[src/rtl/lbwd_pkg.sv]
// ----------------------------------------------------------------------------
// lbwd_pkg
// Shared widths, register indexes and types of the LED blink word decoder.
// ----------------------------------------------------------------------------
package lbwd_pkg;

  localparam int unsigned WORD_BITS  = 5;
  localparam int unsigned LEVEL_W    = 8;
  localparam int unsigned TAKEN_W    = $clog2(WORD_BITS + 1);
  localparam int unsigned TAG_W      = 2;
  localparam int unsigned CFG_IDX_W  = 2;
  localparam int unsigned CFG_DATA_W = 8;

  localparam logic [CFG_IDX_W-1:0] REG_RED_THRESHOLD  = 2'd0;
  localparam logic [CFG_IDX_W-1:0] REG_BLUE_THRESHOLD = 2'd1;
  localparam logic [CFG_IDX_W-1:0] REG_DARK_LIFETIME  = 2'd2;

  localparam logic [LEVEL_W-1:0] RED_THRESHOLD_RST  = 8'd80;
  localparam logic [LEVEL_W-1:0] BLUE_THRESHOLD_RST = 8'd50;
  localparam logic [LEVEL_W-1:0] DARK_LIFETIME_RST  = 8'd60;
  localparam logic [LEVEL_W-1:0] DARK_MAX           = '1;

  typedef struct packed {
    logic [LEVEL_W-1:0] red_threshold;
    logic [LEVEL_W-1:0] blue_threshold;
    logic [LEVEL_W-1:0] dark_lifetime;
  } cfg_t;

  typedef struct packed {
    logic                 cursor_pressed;
    logic                 word_done;
    logic [WORD_BITS-1:0] word_value;
    logic                 id_known;
    logic [TAG_W-1:0]     id_out;
    logic                 color_known;
    logic [TAG_W-1:0]     color_out;
    logic                 track_lost;
  } result_t;

endpackage

[src/rtl/lbwd_if.sv]
// ----------------------------------------------------------------------------
// lbwd_if
// Handshake channels of the LED blink word decoder: frame, result, config.
// ----------------------------------------------------------------------------
interface lbwd_frame_if;
  logic       valid;
  logic       ready;
  logic [7:0] red_level;
  logic [7:0] blue_level;

  modport source (output valid, output red_level, output blue_level, input ready);
  modport sink   (input valid, input red_level, input blue_level, output ready);
endinterface

interface lbwd_result_if;
  logic       valid;
  logic       ready;
  logic       cursor_pressed;
  logic       word_done;
  logic [4:0] word_value;
  logic       id_known;
  logic [1:0] id_out;
  logic       color_known;
  logic [1:0] color_out;
  logic       track_lost;

  modport source (output valid, output cursor_pressed, output word_done, output word_value,
                  output id_known, output id_out, output color_known, output color_out,
                  output track_lost, input ready);
  modport sink   (input valid, input cursor_pressed, input word_done, input word_value,
                  input id_known, input id_out, input color_known, input color_out,
                  input track_lost, output ready);
endinterface

interface lbwd_cfg_if;
  logic       valid;
  logic       ready;
  logic [1:0] index;
  logic [7:0] data;

  modport source (output valid, output index, output data, input ready);
  modport sink   (input valid, input index, input data, output ready);
endinterface

[src/rtl/lbwd_cfg.sv]
// ----------------------------------------------------------------------------
// lbwd_cfg
// Threshold and lifetime registers, written through the config channel.
// ----------------------------------------------------------------------------
module lbwd_cfg (
  input  logic          clk_i,
  input  logic          rst_ni,
  lbwd_cfg_if.sink      cfg_i,
  output lbwd_pkg::cfg_t cfg_o
);
  import lbwd_pkg::*;

  cfg_t cfg_q, cfg_d;

  assign cfg_i.ready = 1'b1;

  always_comb begin
    cfg_d = cfg_q;
    if (cfg_i.valid) begin
      unique case (cfg_i.index)
        REG_RED_THRESHOLD:  cfg_d.red_threshold  = cfg_i.data;
        REG_BLUE_THRESHOLD: cfg_d.blue_threshold = cfg_i.data;
        REG_DARK_LIFETIME:  cfg_d.dark_lifetime  = cfg_i.data;
        default: ;
      endcase
    end
  end

  always_ff @(posedge clk_i or negedge rst_ni) begin
    if (!rst_ni) begin
      cfg_q.red_threshold  <= RED_THRESHOLD_RST;
      cfg_q.blue_threshold <= BLUE_THRESHOLD_RST;
      cfg_q.dark_lifetime  <= DARK_LIFETIME_RST;
    end else begin
      cfg_q <= cfg_d;
    end
  end

  assign cfg_o = cfg_q;

endmodule

[src/rtl/lbwd_in_stage.sv]
// ----------------------------------------------------------------------------
// lbwd_in_stage
// Input register: holds one frame sample until the decoder takes it.
// ----------------------------------------------------------------------------
module lbwd_in_stage (
  input  logic                          clk_i,
  input  logic                          rst_ni,
  lbwd_frame_if.sink                    frame_i,
  input  logic                          adv_i,
  output logic                          valid_o,
  output logic [lbwd_pkg::LEVEL_W-1:0]  red_o,
  output logic [lbwd_pkg::LEVEL_W-1:0]  blue_o
);
  import lbwd_pkg::*;

  logic               valid_q;
  logic [LEVEL_W-1:0] red_q;
  logic [LEVEL_W-1:0] blue_q;
  logic               take;

  assign frame_i.ready = !valid_q || adv_i;
  assign take          = frame_i.valid && frame_i.ready;

  always_ff @(posedge clk_i or negedge rst_ni) begin
    if (!rst_ni) begin
      valid_q <= 1'b0;
    end else if (frame_i.ready) begin
      valid_q <= frame_i.valid;
    end
  end

  always_ff @(posedge clk_i) begin
    if (take) begin
      red_q  <= frame_i.red_level;
      blue_q <= frame_i.blue_level;
    end
  end

  assign valid_o = valid_q;
  assign red_o   = red_q;
  assign blue_o  = blue_q;

endmodule

[src/rtl/lbwd_decode.sv]
// ----------------------------------------------------------------------------
// lbwd_decode
// Receiver state and one-frame update: bit slicing, word shift, parity,
// id and color latching, dark frame count and track drop.
// ----------------------------------------------------------------------------
module lbwd_decode (
  input  logic                          clk_i,
  input  logic                          rst_ni,
  input  lbwd_pkg::cfg_t                cfg_i,
  input  logic                          take_i,
  input  logic [lbwd_pkg::LEVEL_W-1:0]  red_i,
  input  logic [lbwd_pkg::LEVEL_W-1:0]  blue_i,
  output lbwd_pkg::result_t             result_o
);
  import lbwd_pkg::*;

  logic                 rx_q, rx_d;
  logic [WORD_BITS-1:0] shift_q, shift_d;
  logic [TAKEN_W-1:0]   taken_q, taken_d;
  logic [WORD_BITS-1:0] last_q, last_d;
  logic [LEVEL_W-1:0]   dark_q, dark_d;
  logic                 id_vld_q, id_vld_d;
  logic [TAG_W-1:0]     id_q, id_d;
  logic                 col_vld_q, col_vld_d;
  logic [TAG_W-1:0]     col_q, col_d;

  logic                 bit_on;
  logic                 done;
  logic                 lost;
  logic [WORD_BITS-1:0] word;
  logic [TAKEN_W-1:0]   taken_inc;
  logic [TAG_W-1:0]     tag;

  always_comb begin
    bit_on    = red_i > cfg_i.red_threshold;
    rx_d      = rx_q;
    shift_d   = shift_q;
    taken_d   = taken_q;
    last_d    = last_q;
    id_vld_d  = id_vld_q;
    id_d      = id_q;
    col_vld_d = col_vld_q;
    col_d     = col_q;
    done      = 1'b0;
    word      = {shift_q[WORD_BITS-2:0], bit_on};
    taken_inc = taken_q + TAKEN_W'(1);
    tag       = word[WORD_BITS-1 -: TAG_W];

    if (bit_on) begin
      dark_d = '0;
    end else if (dark_q != DARK_MAX) begin
      dark_d = dark_q + LEVEL_W'(1);
    end else begin
      dark_d = dark_q;
    end

    if (!rx_q) begin
      rx_d = bit_on;
    end else if (taken_inc >= TAKEN_W'(WORD_BITS)) begin
      rx_d    = 1'b0;
      shift_d = '0;
      taken_d = '0;
      last_d  = word;
      done    = 1'b1;
      if (!(^word)) begin
        if (!id_vld_q) begin
          id_vld_d = 1'b1;
          id_d     = tag;
        end
        if (id_d == tag) begin
          col_vld_d = 1'b1;
          col_d     = word[TAG_W:1];
        end
      end
    end else begin
      shift_d = word;
      taken_d = taken_inc;
    end

    lost = dark_d > cfg_i.dark_lifetime;
    if (lost) begin
      rx_d      = 1'b0;
      shift_d   = '0;
      taken_d   = '0;
      last_d    = '0;
      dark_d    = '0;
      id_vld_d  = 1'b0;
      id_d      = '0;
      col_vld_d = 1'b0;
      col_d     = '0;
    end

    result_o.cursor_pressed = blue_i > cfg_i.blue_threshold;
    result_o.word_done      = done;
    result_o.word_value     = last_d;
    result_o.id_known       = id_vld_d;
    result_o.id_out         = id_vld_d ? id_d : '0;
    result_o.color_known    = col_vld_d;
    result_o.color_out      = col_vld_d ? col_d : '0;
    result_o.track_lost     = lost;
  end

  always_ff @(posedge clk_i or negedge rst_ni) begin
    if (!rst_ni) begin
      rx_q      <= 1'b0;
      shift_q   <= '0;
      taken_q   <= '0;
      last_q    <= '0;
      dark_q    <= '0;
      id_vld_q  <= 1'b0;
      id_q      <= '0;
      col_vld_q <= 1'b0;
      col_q     <= '0;
    end else if (take_i) begin
      rx_q      <= rx_d;
      shift_q   <= shift_d;
      taken_q   <= taken_d;
      last_q    <= last_d;
      dark_q    <= dark_d;
      id_vld_q  <= id_vld_d;
      id_q      <= id_d;
      col_vld_q <= col_vld_d;
      col_q     <= col_d;
    end
  end

endmodule

[src/rtl/led_blink_word_decoder_top.sv]
// ----------------------------------------------------------------------------
// led_blink_word_decoder_top
// Blink code decoder for one tracked LED, one frame sample per item.
//
//   channel   dir  handshake            payload
//   frame_i   in   valid / ready        red_level, blue_level
//   result_o  out  valid / ready        cursor_pressed .. track_lost
//   cfg_i     in   valid / ready (=1)   index, data
//
// An item goes from acceptance through the input register, then one pass
// of decode logic into the result register. While result_o.ready is high,
// one item per cycle is sustained; state registers update once per item.
// Reset clears the receiver state and loads the default thresholds.
// A stalled result holds the result register and then the input register;
// frame_i.ready drops only when both are full and result_o.ready is low.
// ----------------------------------------------------------------------------
module led_blink_word_decoder_top (
  input  logic        clk_i,
  input  logic        rst_ni,
  lbwd_frame_if.sink  frame_i,
  lbwd_result_if.source result_o,
  lbwd_cfg_if.sink    cfg_i
);
  import lbwd_pkg::*;

  cfg_t               cfg;
  logic               s1_valid;
  logic [LEVEL_W-1:0] s1_red;
  logic [LEVEL_W-1:0] s1_blue;
  logic               adv;
  result_t            res_d;
  result_t            res_q;
  logic               out_valid_q;

  assign adv = s1_valid && (!out_valid_q || result_o.ready);

  lbwd_cfg u_cfg (
    .clk_i  (clk_i),
    .rst_ni (rst_ni),
    .cfg_i  (cfg_i),
    .cfg_o  (cfg)
  );

  lbwd_in_stage u_in_stage (
    .clk_i   (clk_i),
    .rst_ni  (rst_ni),
    .frame_i (frame_i),
    .adv_i   (adv),
    .valid_o (s1_valid),
    .red_o   (s1_red),
    .blue_o  (s1_blue)
  );

  lbwd_decode u_decode (
    .clk_i    (clk_i),
    .rst_ni   (rst_ni),
    .cfg_i    (cfg),
    .take_i   (adv),
    .red_i    (s1_red),
    .blue_i   (s1_blue),
    .result_o (res_d)
  );

  always_ff @(posedge clk_i or negedge rst_ni) begin
    if (!rst_ni) begin
      out_valid_q <= 1'b0;
    end else if (!out_valid_q || result_o.ready) begin
      out_valid_q <= s1_valid;
    end
  end

  always_ff @(posedge clk_i) begin
    if (adv) begin
      res_q <= res_d;
    end
  end

  assign result_o.valid          = out_valid_q;
  assign result_o.cursor_pressed = res_q.cursor_pressed;
  assign result_o.word_done      = res_q.word_done;
  assign result_o.word_value     = res_q.word_value;
  assign result_o.id_known       = res_q.id_known;
  assign result_o.id_out         = res_q.id_out;
  assign result_o.color_known    = res_q.color_known;
  assign result_o.color_out      = res_q.color_out;
  assign result_o.track_lost     = res_q.track_lost;

`ifndef NO_ASSERTIONS
  a_lost_clears: assert property (@(posedge clk_i) disable iff (!rst_ni)
    (out_valid_q && res_q.track_lost) |->
      (res_q.word_value == '0 && !res_q.id_known && !res_q.color_known))
    else $error("dropped track left decoder state in the result");

  a_color_needs_id: assert property (@(posedge clk_i) disable iff (!rst_ni)
    (out_valid_q && res_q.color_known) |-> res_q.id_known)
    else $error("color reported without an identifier");

  a_accept_fills: assert property (@(posedge clk_i) disable iff (!rst_ni)
    (frame_i.valid && frame_i.ready) |=> s1_valid)
    else $error("accepted item missing from input register");

  a_adv_fills_out: assert property (@(posedge clk_i) disable iff (!rst_ni)
    adv |=> out_valid_q)
    else $error("decoded item missing from result register");
`endif

endmodule

[src/flat_wrapper.sv]
// flat-port wrapper written by rule: the top's interface ports become plain ports
module led_blink_word_decoder_top_flat import lbwd_pkg::*;
  (clk_i, rst_ni, frame_i_valid, frame_i_red_level, frame_i_blue_level, frame_i_ready, result_o_valid, result_o_cursor_pressed, result_o_word_done, result_o_word_value, result_o_id_known, result_o_id_out, result_o_color_known, result_o_color_out, result_o_track_lost, result_o_ready, cfg_i_valid, cfg_i_index, cfg_i_data, cfg_i_ready);
  lbwd_frame_if frame_i_i ();
  lbwd_result_if result_o_i ();
  lbwd_cfg_if cfg_i_i ();
  input  logic clk_i;
  input  logic rst_ni;
  input wire logic [$bits(frame_i_i.valid)-1:0] frame_i_valid;
  input wire logic [$bits(frame_i_i.red_level)-1:0] frame_i_red_level;
  input wire logic [$bits(frame_i_i.blue_level)-1:0] frame_i_blue_level;
  output wire logic [$bits(frame_i_i.ready)-1:0] frame_i_ready;
  output wire logic [$bits(result_o_i.valid)-1:0] result_o_valid;
  output wire logic [$bits(result_o_i.cursor_pressed)-1:0] result_o_cursor_pressed;
  output wire logic [$bits(result_o_i.word_done)-1:0] result_o_word_done;
  output wire logic [$bits(result_o_i.word_value)-1:0] result_o_word_value;
  output wire logic [$bits(result_o_i.id_known)-1:0] result_o_id_known;
  output wire logic [$bits(result_o_i.id_out)-1:0] result_o_id_out;
  output wire logic [$bits(result_o_i.color_known)-1:0] result_o_color_known;
  output wire logic [$bits(result_o_i.color_out)-1:0] result_o_color_out;
  output wire logic [$bits(result_o_i.track_lost)-1:0] result_o_track_lost;
  input wire logic [$bits(result_o_i.ready)-1:0] result_o_ready;
  input wire logic [$bits(cfg_i_i.valid)-1:0] cfg_i_valid;
  input wire logic [$bits(cfg_i_i.index)-1:0] cfg_i_index;
  input wire logic [$bits(cfg_i_i.data)-1:0] cfg_i_data;
  output wire logic [$bits(cfg_i_i.ready)-1:0] cfg_i_ready;
  assign frame_i_i.valid = frame_i_valid;
  assign frame_i_i.red_level = frame_i_red_level;
  assign frame_i_i.blue_level = frame_i_blue_level;
  assign frame_i_ready = frame_i_i.ready;
  assign result_o_valid = result_o_i.valid;
  assign result_o_cursor_pressed = result_o_i.cursor_pressed;
  assign result_o_word_done = result_o_i.word_done;
  assign result_o_word_value = result_o_i.word_value;
  assign result_o_id_known = result_o_i.id_known;
  assign result_o_id_out = result_o_i.id_out;
  assign result_o_color_known = result_o_i.color_known;
  assign result_o_color_out = result_o_i.color_out;
  assign result_o_track_lost = result_o_i.track_lost;
  assign result_o_i.ready = result_o_ready;
  assign cfg_i_i.valid = cfg_i_valid;
  assign cfg_i_i.index = cfg_i_index;
  assign cfg_i_i.data = cfg_i_data;
  assign cfg_i_ready = cfg_i_i.ready;
  led_blink_word_decoder_top u_core (.clk_i(clk_i), .rst_ni(rst_ni), .frame_i(frame_i_i), .result_o(result_o_i), .cfg_i(cfg_i_i));
endmodule
[config.mk]
export PLATFORM = sky130hd
export DESIGN_NAME = led_blink_word_decoder_top_flat
export DESIGN_NICKNAME = d
export VERILOG_FILES = /design/src/rtl/lbwd_pkg.sv /design/src/rtl/lbwd_if.sv /design/src/rtl/lbwd_cfg.sv /design/src/rtl/lbwd_in_stage.sv /design/src/rtl/lbwd_decode.sv /design/src/rtl/led_blink_word_decoder_top.sv /design/src/flat_wrapper.sv
export SDC_FILE = /design/constraint.sdc
export NUM_CORES = 1
export LEC_CHECK = 0
export BUFFER_PORTS_ARGS = -buffer_cell sky130_fd_sc_hd__buf_2
export CAP_MARGIN = 20
export CELL_PAD_IN_SITES_DETAIL_PLACEMENT = 1
export CELL_PAD_IN_SITES_GLOBAL_PLACEMENT = 2
export CORE_MARGIN = 4
export CORE_UTILIZATION = 29
export CTS_BUF_LIST = sky130_fd_sc_hd__clkbuf_16
export DETAILED_ROUTE_END_ITERATION = 8
export GPL_TIMING_DRIVEN = 0
export PLACE_DENSITY = 0.72
export SYNTH_ARGS = -nofsm -noshare
export SYNTH_HDL_FRONTEND = slang
export SYNTH_SLANG_ARGS = --single-unit
export TNS_END_PERCENT = 1
[constraint.sdc]
create_clock -name clk_i -period 3.4 [get_ports clk_i]
set_input_delay 0 -clock clk_i [delete_from_list [all_inputs] [get_ports clk_i]]
set_output_delay 0 -clock clk_i [all_outputs]
set_load 0.005 [all_outputs]
# Word-level counts from Yosys, hierarchy flattened

Index checks and enable logic that the tools add are counted.

Flip-flop bits (word level): 83
Bits of input ports: 31
Word-level logic and storage cells: 85

$add $sub $neg: 2
Magnitude comparators: 4
Eq/ne operators: 4
Muxes and demuxes: 38
Reductions and logical operators: 13

Operator list:

| operator              | count |
|---|---|
| $mux W2               | 13 |
| $gt A8 B8 Y1          | 3 |
| $mux W8               | 3 |
| $mux W5               | 3 |
| $mux W1               | 13 |
| $mux W4               | 3 |
| $mux W3               | 3 |
| $add A8 B1 Y8 const B | 1 |
| $ne A8 B8 Y1 const B  | 1 |
| $reduce_and A2 Y1     | 4 |
| $reduce_xor A5 Y1     | 1 |
| $add A3 B1 Y3 const B | 1 |
| $ge A3 B3 Y1 const B  | 1 |
| $eq A2 B1 Y1 const B  | 1 |
| $eq A2 B2 Y1          | 1 |
| $eq A2 B2 Y1 const B  | 1 |
| $logic_and A1 B1 Y1   | 2 |
| $logic_not A1 Y1      | 2 |
| $logic_not A2 Y1      | 1 |
| $logic_or A1 B1 Y1    | 2 |
| $reduce_bool A2 Y1    | 1 |

# Logic depth before layout (Yosys ltp)

Gate-level depths: netlist of run 1.

Depth after elaboration: 11
Gate-level depth with buffers: 16
Gate-level depth less buffers: 15

# By module

From an unflattened synthesis of run 1, not the netlist that was laid out.

Cell total of the unflattened synthesis: 363
Area total of the unflattened synthesis: 4,204.0 um2

By module, submodules not included:

| module                     | times used | cells an instance | area an instance (um2) | seq. area each (um2) |
|---|---|---|---|---|
| lbwd_decode                | 1          | 272               | 2,270.9                | 675.6 |
| lbwd_cfg                   | 1          | 53                | 934.6                  | 611.8 |
| lbwd_in_stage              | 1          | 20                | 534.3                  | 505.5 |
| led_blink_word_decoder_top | 1          | 18                | 464.2                  | 445.4 |

# Worst setup path after synthesis of run 1

Ideal clock, no wire load.

Path kind: register to register
Start point: register u_core.u_cfg.cfg_q (netlist bit u_core.u_cfg.cfg_o[22])
End point: register u_core.u_decode.shift_q[0]
Library setup time: 0.067 ns
Arrival: 3.451 ns
Path slack: -0.118 ns
Stages on the path, launching flop included: 16
Buffers on the path: 1
Cell sequence: dfstp_2 > inv_1 > ha_1 > o21ai_0 > nor2_1 > and4bb_2 > nor2_1 > buf_2 > nor2_1 > ha_1 > a2111oi_0 > nand3_1 > nand3_2 > inv_2 > nor4b_4 > a22o_1

Word-level cells in the longest chain between the ends: 5
Elaborated cells on any way between the ends: 8
Those cells by class: order compare (2); mux (4); reduce/logical (2)

Ends and longest elaborated chain:

| element                      | RTL line           | text |
|---|---|---|
| from (decl)                  | lbwd_cfg.sv:13     | `cfg_t cfg_q, cfg_d;` |
| from (signal assigned)       | lbwd_cfg.sv:35     | `cfg_q <= cfg_d;` |
| $gt A8 B8 Y1 *               | lbwd_decode.sv:35  | `bit_on = red_i > cfg_i.red_threshold;` |
| $mux W8                      | lbwd_decode.sv:49  | `if (bit_on) begin` |
| $gt A8 B8 Y1                 | lbwd_decode.sv:80  | `lost = dark_d > cfg_i.dark_lifetime;` |
| $reduce_bool A2 Y1 (no line) | --                 |  |
| $reduce_and A2 Y1 (no line)  | --                 |  |
| to (signal assigned)         | lbwd_decode.sv:116 | `shift_q <= shift_d;` |
| to (decl)                    | lbwd_decode.sv:18  | `logic [WORD_BITS-1:0] shift_q, shift_d;` |

Mark *: on every way between the ends. The rest lies on a longest branch, timed or not. The select of a mux whose other input is x is not followed.
A chain may end at the register's enable or synchronous reset.

# Final worst setup path of run 1

Start point: register u_core.u_cfg.cfg_q (netlist bit u_core.u_cfg.cfg_o[22])
End point: register u_core.u_decode.shift_q[2]

Word-level cells in the longest chain between the ends: 5
Elaborated cells on any way between the ends: 6
Those cells by class: order compare (2); mux (2); reduce/logical (2)

Ends and longest elaborated chain:

| element                      | RTL line |
|---|---|
| $gt A8 B8 Y1 *               | lbwd_decode.sv:35 |
| $mux W8 *                    | lbwd_decode.sv:49 |
| $gt A8 B8 Y1 *               | lbwd_decode.sv:80 |
| $reduce_bool A2 Y1 (no line) | -- |
| $reduce_and A2 Y1 (no line)  | -- |

Mark *: on every way between the ends. The rest lies on a longest branch, timed or not.

==> metrics.txt, run 1 <==
status=finished clean; Setup WS pre-CTS=-0.709 ns; Yosys cell types=62; max frequency=301 MHz; fill cell count=1531; Reg clk slew, reported paths=0.06 ns; pwr dens=699 mW/mm²; DP Area=0.00474 mm²; Final Max Slew Viols=0; n_diodes=0; FP Rows=43; CP Class=reg2reg; TritonCTS clock tree=done; Max Root-Sink Buffers=2; I/O Buffers=46; CTS Buf Count=9; number of global-route vias before repair=3445; peak supply drop=445 µV; CP Launch Type=register; Die Area=0.0166 mm²; Post-synth EDFFs=30; Worst Clk Skew=0.00639 ns; Worst EP arrival=3.60 ns; Net count, final=530; Tmin final=3.32 ns; post-route ant nets=0; P&R area growth vs syn=34.0%; Leak=2.42 nW; CP endpoint kind=register; Worst Tran Pin Value=0.802 ns; M1 WL=4.80 mm; Clock Sinks=83; unrepaired setup endpoints after global routing=yes; htree depth=3; first-pass GRT wire length=17.8 mm; Syn Area/Cell=11.3 µm²; GR Util All Layers=13.7%; Post-Place Cells=602; async set-reset flop share out of synthesis=63.9%; GPL Wtd Cong=0.740; post-route insts no fill=657; Mapped Area=0.00423 mm²; most frequent cells in the layout=buf_2, dfrtp_1, nand2_1, inv_1, edfxtp_1; post-synthesis sequential area ratio=52.9%; Final Cycle Share=97.7%; drt via density=4.95; DRT Pass-1 Iters=4; Starting Density=30.0%; worst-path fanout max=10; Hold Crit Class=in2reg; met2 WL=5.56 mm; WHS=0.0346 ns; drt initial violations=112; root buffer cell=clkbuf_16; core region area=0.0141 mm²; main flop type after synthesis=dfrtp_1; WP data required=3.68 ns; worst skew pair latency=0.34 ns; Yosys warning count=0; final worst setup slack=0.0780 ns; Yosys reg bits=83; largest net degree at the start of global routing=37; initial antenna violation count=0; WL met3=352 µm; Die X=129 µm; most common cell after layout, fill and taps aside=buf_2; via count of the routed design=3253; Remaining DRCs=0; WL/cell=16.6 µm; number of top-level pins=48; share of cells above drive strength 1=31.7%; remaining global-route overflow=0; max_slew headroom=46.6%; Mapped Cells=374; final instance area=0.00567 mm²; Hold Vio Cnt, Final=0; max layer used=met4; final WL=10.9 mm; Die H=129 µm; dpl hpwl=7.50 mm; Final Util=40.2%; final setup fails=0; Net Count, Synth=432; max cap viols=0
## cell usage after synthesis, types with 6 or more instances
| cell type | n | share of area [%] |
|---|---|---|
| dfstp_2 | 9 | 5.6 |
| nand3_1 | 9 | 1.1 |
| xor2_1 | 6 | 1.2 |
| a22o_1 | 6 | 1.2 |
| ha_1 | 27 | 8.0 |
| inv_1 | 30 | 2.7 |
| dfrtp_1 | 44 | 26 |
| nor2_1 | 13 | 1.2 |
| nand2_1 | 36 | 3.2 |
| o21ai_0 | 23 | 2.7 |
| edfxtp_1 | 30 | 21 |
| clkbuf_1 | 8 | 0.71 |
| a21oi_1 | 17 | 2.0 |
| a32o_1 | 7 | 1.7 |
| mux2_2 | 17 | 4.5 |
| nand4_1 | 7 | 1.0 |
## layout make-up
cell class / count / area (µm²) / share of cell area (%)
clock buffers: 9 / 225 / 3.97
inverters: 32 / 130 / 2.29
clock inverters: 7 / 62.6 / 1.10
multi-input cells: 245 / 2070 / 36.4
plain buffers: 12 / 67.6 / 1.19
flip-flops and latches: 83 / 2240 / 39.5
well taps: 180 / 225 / 3.97
repair buffers: 89 / 656 / 11.6
## where the power goes
part,switching (mW),total [mW],internal (mW)
logic,0.827,1.53,0.702
clock network,0.405,0.966,0.561
registers,0.161,1.47,1.31
## worst max-delay path, cell delays in order (launching register included)
cell and delay, ns:
dfstp_2 0.53, inv_2 0.04, ha_4 0.27, o21ai_4 0.05
nor2_4 0.14, and4bb_2 0.29, nor2_4 0.23, buf_12 0.18
nor2_2 0.05, ha_1 0.30, and3_4 0.18, o21ai_2 0.06
nand3_2 0.11, nand3_4 0.14, inv_8 0.06, nor4b_4 0.28
buf_4 0.19, a22o_1 0.14
## layer usage
| metal | GRT usage, % | vias up |
|---|---|---|
| met5 | 0 | - |
| met4 | 4.82 | 0 |
| met3 | 2.86 | 14 |
| met2 | 23.2 | 61 |
| met1 | 17.4 | 1619 |
| li1 | - | 1559 |
## flip-flops by register name (all words and copies together) (netlist names), 2 cells and up
name / count
u_core.u_decode.taken_q: 3
u_core.result_o.color_out: 2
u_core.u_decode.shift_q: 4
u_core.u_decode.col_q: 2
u_core.u_decode.last_q: 5
u_core.u_decode.dark_q: 8
u_core.u_in_stage.blue_o: 8
u_core.result_o.id_out: 2
u_core.u_in_stage.red_o: 8
u_core.result_o.word_value: 5
u_core.u_decode.id_q: 2
u_core.u_cfg.cfg_o: 24
## through the flow
stage          power [mW]  TNS, ns
4_1_cts              3.83  -0.0407
5_1_grt              4.24   -0.284
6_report             3.96        0
3_5_place_dp         2.72   -20.31
2_1_floorplan        2.35        0
3_3_place_gp         2.66   -20.32
## what timing repair did
item	in CTS	in global routing
pin swaps	9	26
gates resized for setup	21	35
buffers inserted	6	7
setup endpoints to repair	39	39
hold endpoints to repair	59	0
hold buffers	28	0
## cell families (layout without fill, tap and decap cells)
| family | after synthesis | after routing | synth area share [%] |
|---|---|---|---|
| AND/OR/NAND/NOR | 101 | 101 | 13.5 |
| adder cells (fa/ha/maj) | 27 | 27 | 7.98 |
| other | 1 | 1 | 0.0886 |
| flip-flops | 83 | 83 | 52.9 |
| AO/OA/AOI/OAI | 89 | 89 | 14.5 |
| multiplexers | 19 | 19 | 5.00 |
| XOR/XNOR | 8 | 8 | 1.66 |
| buffers and inverters | 46 | 149 | 4.38 |
## worst paths after layout
kind / from / end / slack, ns / cells after the start
setup / recovery: u_core.u_cfg.cfg_o[22] / u_core.u_decode.shift_q[2] / 0.08 / 17
hold / removal: cfg_i_index[0] / u_core.u_cfg.cfg_o[20] / 0.03 / 4
setup reg to reg: u_core.u_cfg.cfg_o[22] / u_core.u_decode.shift_q[2] / 0.08 / 17
hold reg to reg: u_core.u_decode.dark_q[7] / u_core.u_decode.dark_q[7] / 0.49 / 2
max in group asynchronous: rst_ni / u_core.u_cfg.cfg_o[4] / 2.62 / 3
min in group asynchronous: rst_ni / u_core.u_in_stage.valid_o / 0.15 / 2
No activity file was read; power rests on OpenSTA's default activity.
==> run 2, diff against run 1 <==
==> constraint.sdc (replaced) <==
create_clock -name clk_i -period 3.4 [get_ports clk_i]
set_input_delay 0.68 -clock clk_i [delete_from_list [all_inputs] [get_ports clk_i]]
set_output_delay 0.68 -clock clk_i [all_outputs]
set_load 0.005 [all_outputs]
==> metrics.txt, run 2 (synthesized netlist as in run 1, its figures left out) <==
htree depth=3; most common cell after layout, fill and taps aside=buf_2; Worst EP arrival=3.59 ns; P&R area growth vs syn=27.4%; number of top-level pins=48; Die Area=0.0166 mm²; Starting Density=30.0%; WL/cell=16.8 µm; Clock Power Share=24.6%; final WL=10.6 mm; unrepaired setup endpoints after global routing=yes; TritonCTS clock tree=done; Seq pwr share=37.3%; post-route ant nets=0; CP Launch Type=register; CP Class=reg2reg; first-pass GRT wire length=17.2 mm; Net count, final=502; FP Rows=43; Final Util=38.2%; root buffer cell=clkbuf_16; drt initial violations=109; share of cells above drive strength 1=33.6%; post-route setup TNS=0 ns; dpl hpwl=7.50 mm; worst-path fanout max=10; GPL Wtd Cong=0.740; cts hold-fix bufs=0; most frequent cells in the layout=buf_2, dfrtp_1, nand2_1, inv_1, edfxtp_1; Comb power frac=38.1%; status=finished clean; total power=3.94 mW; core region area=0.0141 mm²; GR Util All Layers=13.4%; max frequency=302 MHz; peak supply drop=441 µV; max_slew headroom=47.1%; n_diodes=0; P_sw=1.39 mW; Reg clk slew, reported paths=0.06 ns; Final Cycle Share=97.5%; Die X=129 µm; WP data required=3.68 ns; fill cell count=1560; Tmin final=3.32 ns; Die H=129 µm; max cap viols=0; drt via density=5.00; sw frac=35.2%; I/O Buffers=46; number of global-route vias before repair=3303; Hold Vio Cnt, Final=0; post-route insts no fill=629; Leak=2.31 nW; Remaining DRCs=0; DRT Pass-1 Iters=4; DP Area=0.00474 mm²; Final Max Slew Viols=0; Clock Sinks=83; CP endpoint kind=register; CTS Buf Count=9; Hold Crit Class=in2async; final setup fails=0; Worst Tran Pin Value=0.794 ns; initial antenna violation count=0; largest net degree at the start of global routing=37; max reg flops=24; Worst Clk Skew=0.00644 ns; via count of the routed design=3148; Post-Place Cells=602; remaining global-route overflow=0; final instance area=0.00539 mm²; pwr dens=730 mW/mm²; worst skew pair latency=0.34 ns; cell-internal power=2.55 mW; Max Root-Sink Buffers=2
run 2: cell count changes in the layout (fill, tap and decap cells not counted):
cell / previous run / this run
dlygate4sd3_1: 28 / 0
run 2: repair_timing:
| action | 4_1_cts | 5_1_grt |
|---|---|---|
| setup buffers | 6 | 7 |
| gates resized for setup | 21 | 35 |
| setup endpoints to repair | 39 | 39 |
| pin swaps | 9 | 26 |
run 2: worst paths after layout:
kind	endpoint	cells past startpoint	slack (ns)	from
hold / removal	u_core.u_in_stage.valid_o	1	0.29	rst_ni
setup reg to reg	u_core.u_decode.shift_q[2]	16	0.08	u_core.u_cfg.cfg_o[22]
hold reg to reg	u_core.u_decode.dark_q[7]	2	0.49	u_core.u_decode.dark_q[7]
setup / recovery	u_core.u_decode.shift_q[2]	16	0.08	u_core.u_cfg.cfg_o[22]
max in group asynchronous	u_core.u_cfg.cfg_o[12]	2	2.48	rst_ni
min in group clk_i	u_core.u_decode.dark_q[7]	2	0.49	u_core.u_decode.dark_q[7]
run 2: final cells by class:
cell class | count | area, µm² | area share (%)
clock inverters | 7 | 62.6 | 1.16
well taps | 180 | 225 | 4.18
inverters | 32 | 130 | 2.41
plain buffers | 12 | 67.6 | 1.25
clock buffers | 9 | 225 | 4.18
repair buffers | 61 | 375 | 6.96
multi-input cells | 245 | 2070 | 38.3
flip-flops and latches | 83 | 2240 | 41.5
run 2: metal layers:
layer  wire length (µm)  vias up  GRT usage, %
li1                   -     1501             -
met1               4640     1576          17.3
met2               5300       59          21.9
met3                446       12          2.99
met4                164        0          4.82
met5                  0        -             0
run 2: power groups by stage:
| stage | logic (mW) | registers, mW | clock network (mW) |
|---|---|---|---|
| finish | 1.50 | 1.47 | 0.967 |
| global route | 1.66 | 1.50 | 1.05 |
| CTS | 1.34 | 1.47 | 0.995 |
| detailed placement | 1.24 | 1.48 | 0 |
| global placement | 1.19 | 1.47 | 0 |
| floorplan | 0.901 | 1.44 | 0 |
run 2: critical path, stage by stage (launching register included):
cell and delay (ns):
dfstp_2 0.53, inv_2 0.04, ha_4 0.27, o21ai_4 0.05
nor2_4 0.14, and4bb_2 0.29, nor2_4 0.23, buf_12 0.18
nor2_2 0.05, ha_1 0.30, and3_4 0.19, nand4_1 0.14
nand3_4 0.15, inv_8 0.06, nor4b_4 0.28, buf_4 0.19
a22o_1 0.14
run 2: per-stage QoR:
step	hold slack, ns	setup slack [ns]
final	0.295	0.0835
after floorplan	0.384	0.0304
after global placement	0.460	-0.691
after CTS	0.296	-0.0112
after global routing	0.326	-0.0541
after detailed placement	0.470	-0.709
==> run 3, diff against run 2 <==
Settings changed: CORE_UTILIZATION 29 to 35, PLACE_DENSITY 0.72 to 0.83.
==> metrics.txt, run 3 (synthesized netlist as in run 1, its figures left out) <==
Clock Sinks=83; R2R setup slack=0.02 ns; Hold Vio Cnt, Final=0; max reg flops=24; Die H=118 µm; max frequency=296 MHz; CP Launch Type=register; cts hold-fix bufs=0; Max Root-Sink Buffers=2; TritonCTS clock tree=done; CP Class=reg2reg; root buffer cell=clkbuf_16; number of global-route vias before repair=3421; max_slew headroom=50.9%; Final Cycle Share=99.3%; Seq pwr share=37.0%; final WL=10.3 mm; Final Max Slew Viols=0; remaining global-route overflow=0; number of top-level pins=48; Comb power frac=36.7%; post-route insts no fill=595; P&R area growth vs syn=26.1%; Remaining DRCs=0; WHS=0.304 ns; max cap viols=0; Net count, final=505; final worst setup slack=0.0241 ns; most frequent cells in the layout=buf_2, dfrtp_1, nand2_1, inv_1, edfxtp_1; WP data required=3.67 ns; GR Util All Layers=15.5%; final setup fails=0; initial antenna violation count=0; Leak=2.35 nW; n_diodes=0; drt via density=5.37; core region area=0.0116 mm²; cell-internal power=2.59 mW; share of cells above drive strength 1=33.8%; drt initial violations=133; WL/cell=17.3 µm; I/O Buffers=46; Post-Place Cells=565; Worst Clk Skew=0.00853 ns; worst skew pair latency=0.34 ns; Reg clk slew, reported paths=0.06 ns; P_sw=1.36 mW; Worst Tran Pin Value=0.736 ns; first-pass GRT wire length=17.3 mm; Die Area=0.0139 mm²; sw frac=34.5%; fill cell count=1248; FP Rows=39; most common cell after layout, fill and taps aside=buf_2; htree depth=3; unrepaired setup endpoints after global routing=yes; Clock Power Share=26.3%; post-route setup TNS=0 ns; DRT Pass-1 Iters=4; Starting Density=36.4%; Die X=118 µm; pwr dens=742 mW/mm²; post-route ant nets=0; via count of the routed design=3195; Hold Crit Class=in2async; status=finished clean; worst-path fanout max=6; Tmin final=3.38 ns; peak supply drop=320 µV; CP endpoint kind=register; Worst EP arrival=3.65 ns; largest net degree at the start of global routing=36; CTS Buf Count=9; dpl hpwl=7.44 mm; GPL Wtd Cong=0.798; Setup WS pre-CTS=-0.675 ns
run 3: changes by cell type in the layout (fill, tap and decap cells not counted), moves of 3 or more:
cell and delta:
buf_6 +3, o41ai_2 +3, nor2_4 -3, ha_1 +5, o41ai_1 -3, ha_4 -5
run 3: final cells by class:
cell class                 count  area, µm²  share of cell area [%]
multi-input combinational    245       1990                    37.3
clock buffer                   9        225                    4.22
timing repair buffer          63        392                    7.34
clock inverter                 7       92.6                    1.73
tap                          143        179                    3.35
buffer                        13       82.6                    1.55
sequential                    83       2240                    41.9
inverter                      32        135                    2.53
run 3: power groups by stage:
stage	sequential (mW)	clock (mW)	combinational, mW
detailed placement	1.48	0	1.24
global placement	1.47	0	1.17
floorplan	1.44	0	0.901
finish	1.47	1.04	1.45
global route	1.50	1.12	1.62
CTS	1.47	1.07	1.33
run 3: per-stage QoR:
step	area, µm²	utilization (%)	total power, mW
after floorplan	4250	-	2.35
after global placement	4660	40.1	2.65
after detailed placement	4700	40.5	2.73
after CTS	5140	44.2	3.87
after global routing	5340	46.0	4.24
final	5340	46.0	3.96
run 3: worst paths after layout:
check	from	depth (start not counted)	to
max in group asynchronous	rst_ni	2	u_core.u_cfg.cfg_o[5]
min in group clk_i	u_core.u_decode.dark_q[7]	2	u_core.u_decode.dark_q[7]
worst max register to register	u_core.u_cfg.cfg_o[20]	16	u_core.u_decode.col_q[0]
worst max-delay path	u_core.u_cfg.cfg_o[20]	16	u_core.u_decode.col_q[0]
worst min-delay path	rst_ni	1	u_core.u_decode.id_q[1]
worst min register to register	u_core.u_decode.dark_q[7]	2	u_core.u_decode.dark_q[7]
run 3: routing by layer:
layer | part of all wire (%) | wire length [µm] | up-vias | global-route usage (%)
met5 | 0 | 0 | - | 0
met4 | 2.2 | 226 | 0 | 5.71
met3 | 4.1 | 427 | 22 | 2.98
met2 | 51 | 5270 | 74 | 26.4
met1 | 43 | 4390 | 1593 | 19.4
li1 | - | - | 1506 | -
run 3: repair_timing:
item | in CTS | in global routing
buffers inserted | 6 | 9
gates resized for setup | 19 | 32
setup endpoints to repair | 39 | 39
pin swaps | 10 | 17
run 3: critical path, stage by stage, from the launching register on:
cell and delay (ns):
dfstp_2 0.52, inv_1 0.06, ha_2 0.19, a211oi_4 0.24, nor2_4 0.08, and4bb_2 0.35, nor2_4 0.05, buf_6 0.14
nor2_4 0.11, ha_4 0.22, a2111oi_4 0.36, nand3_2 0.13, nand3_4 0.15, clkinv_8 0.08, buf_2 0.18, o31ai_4 0.28
a32o_1 0.16
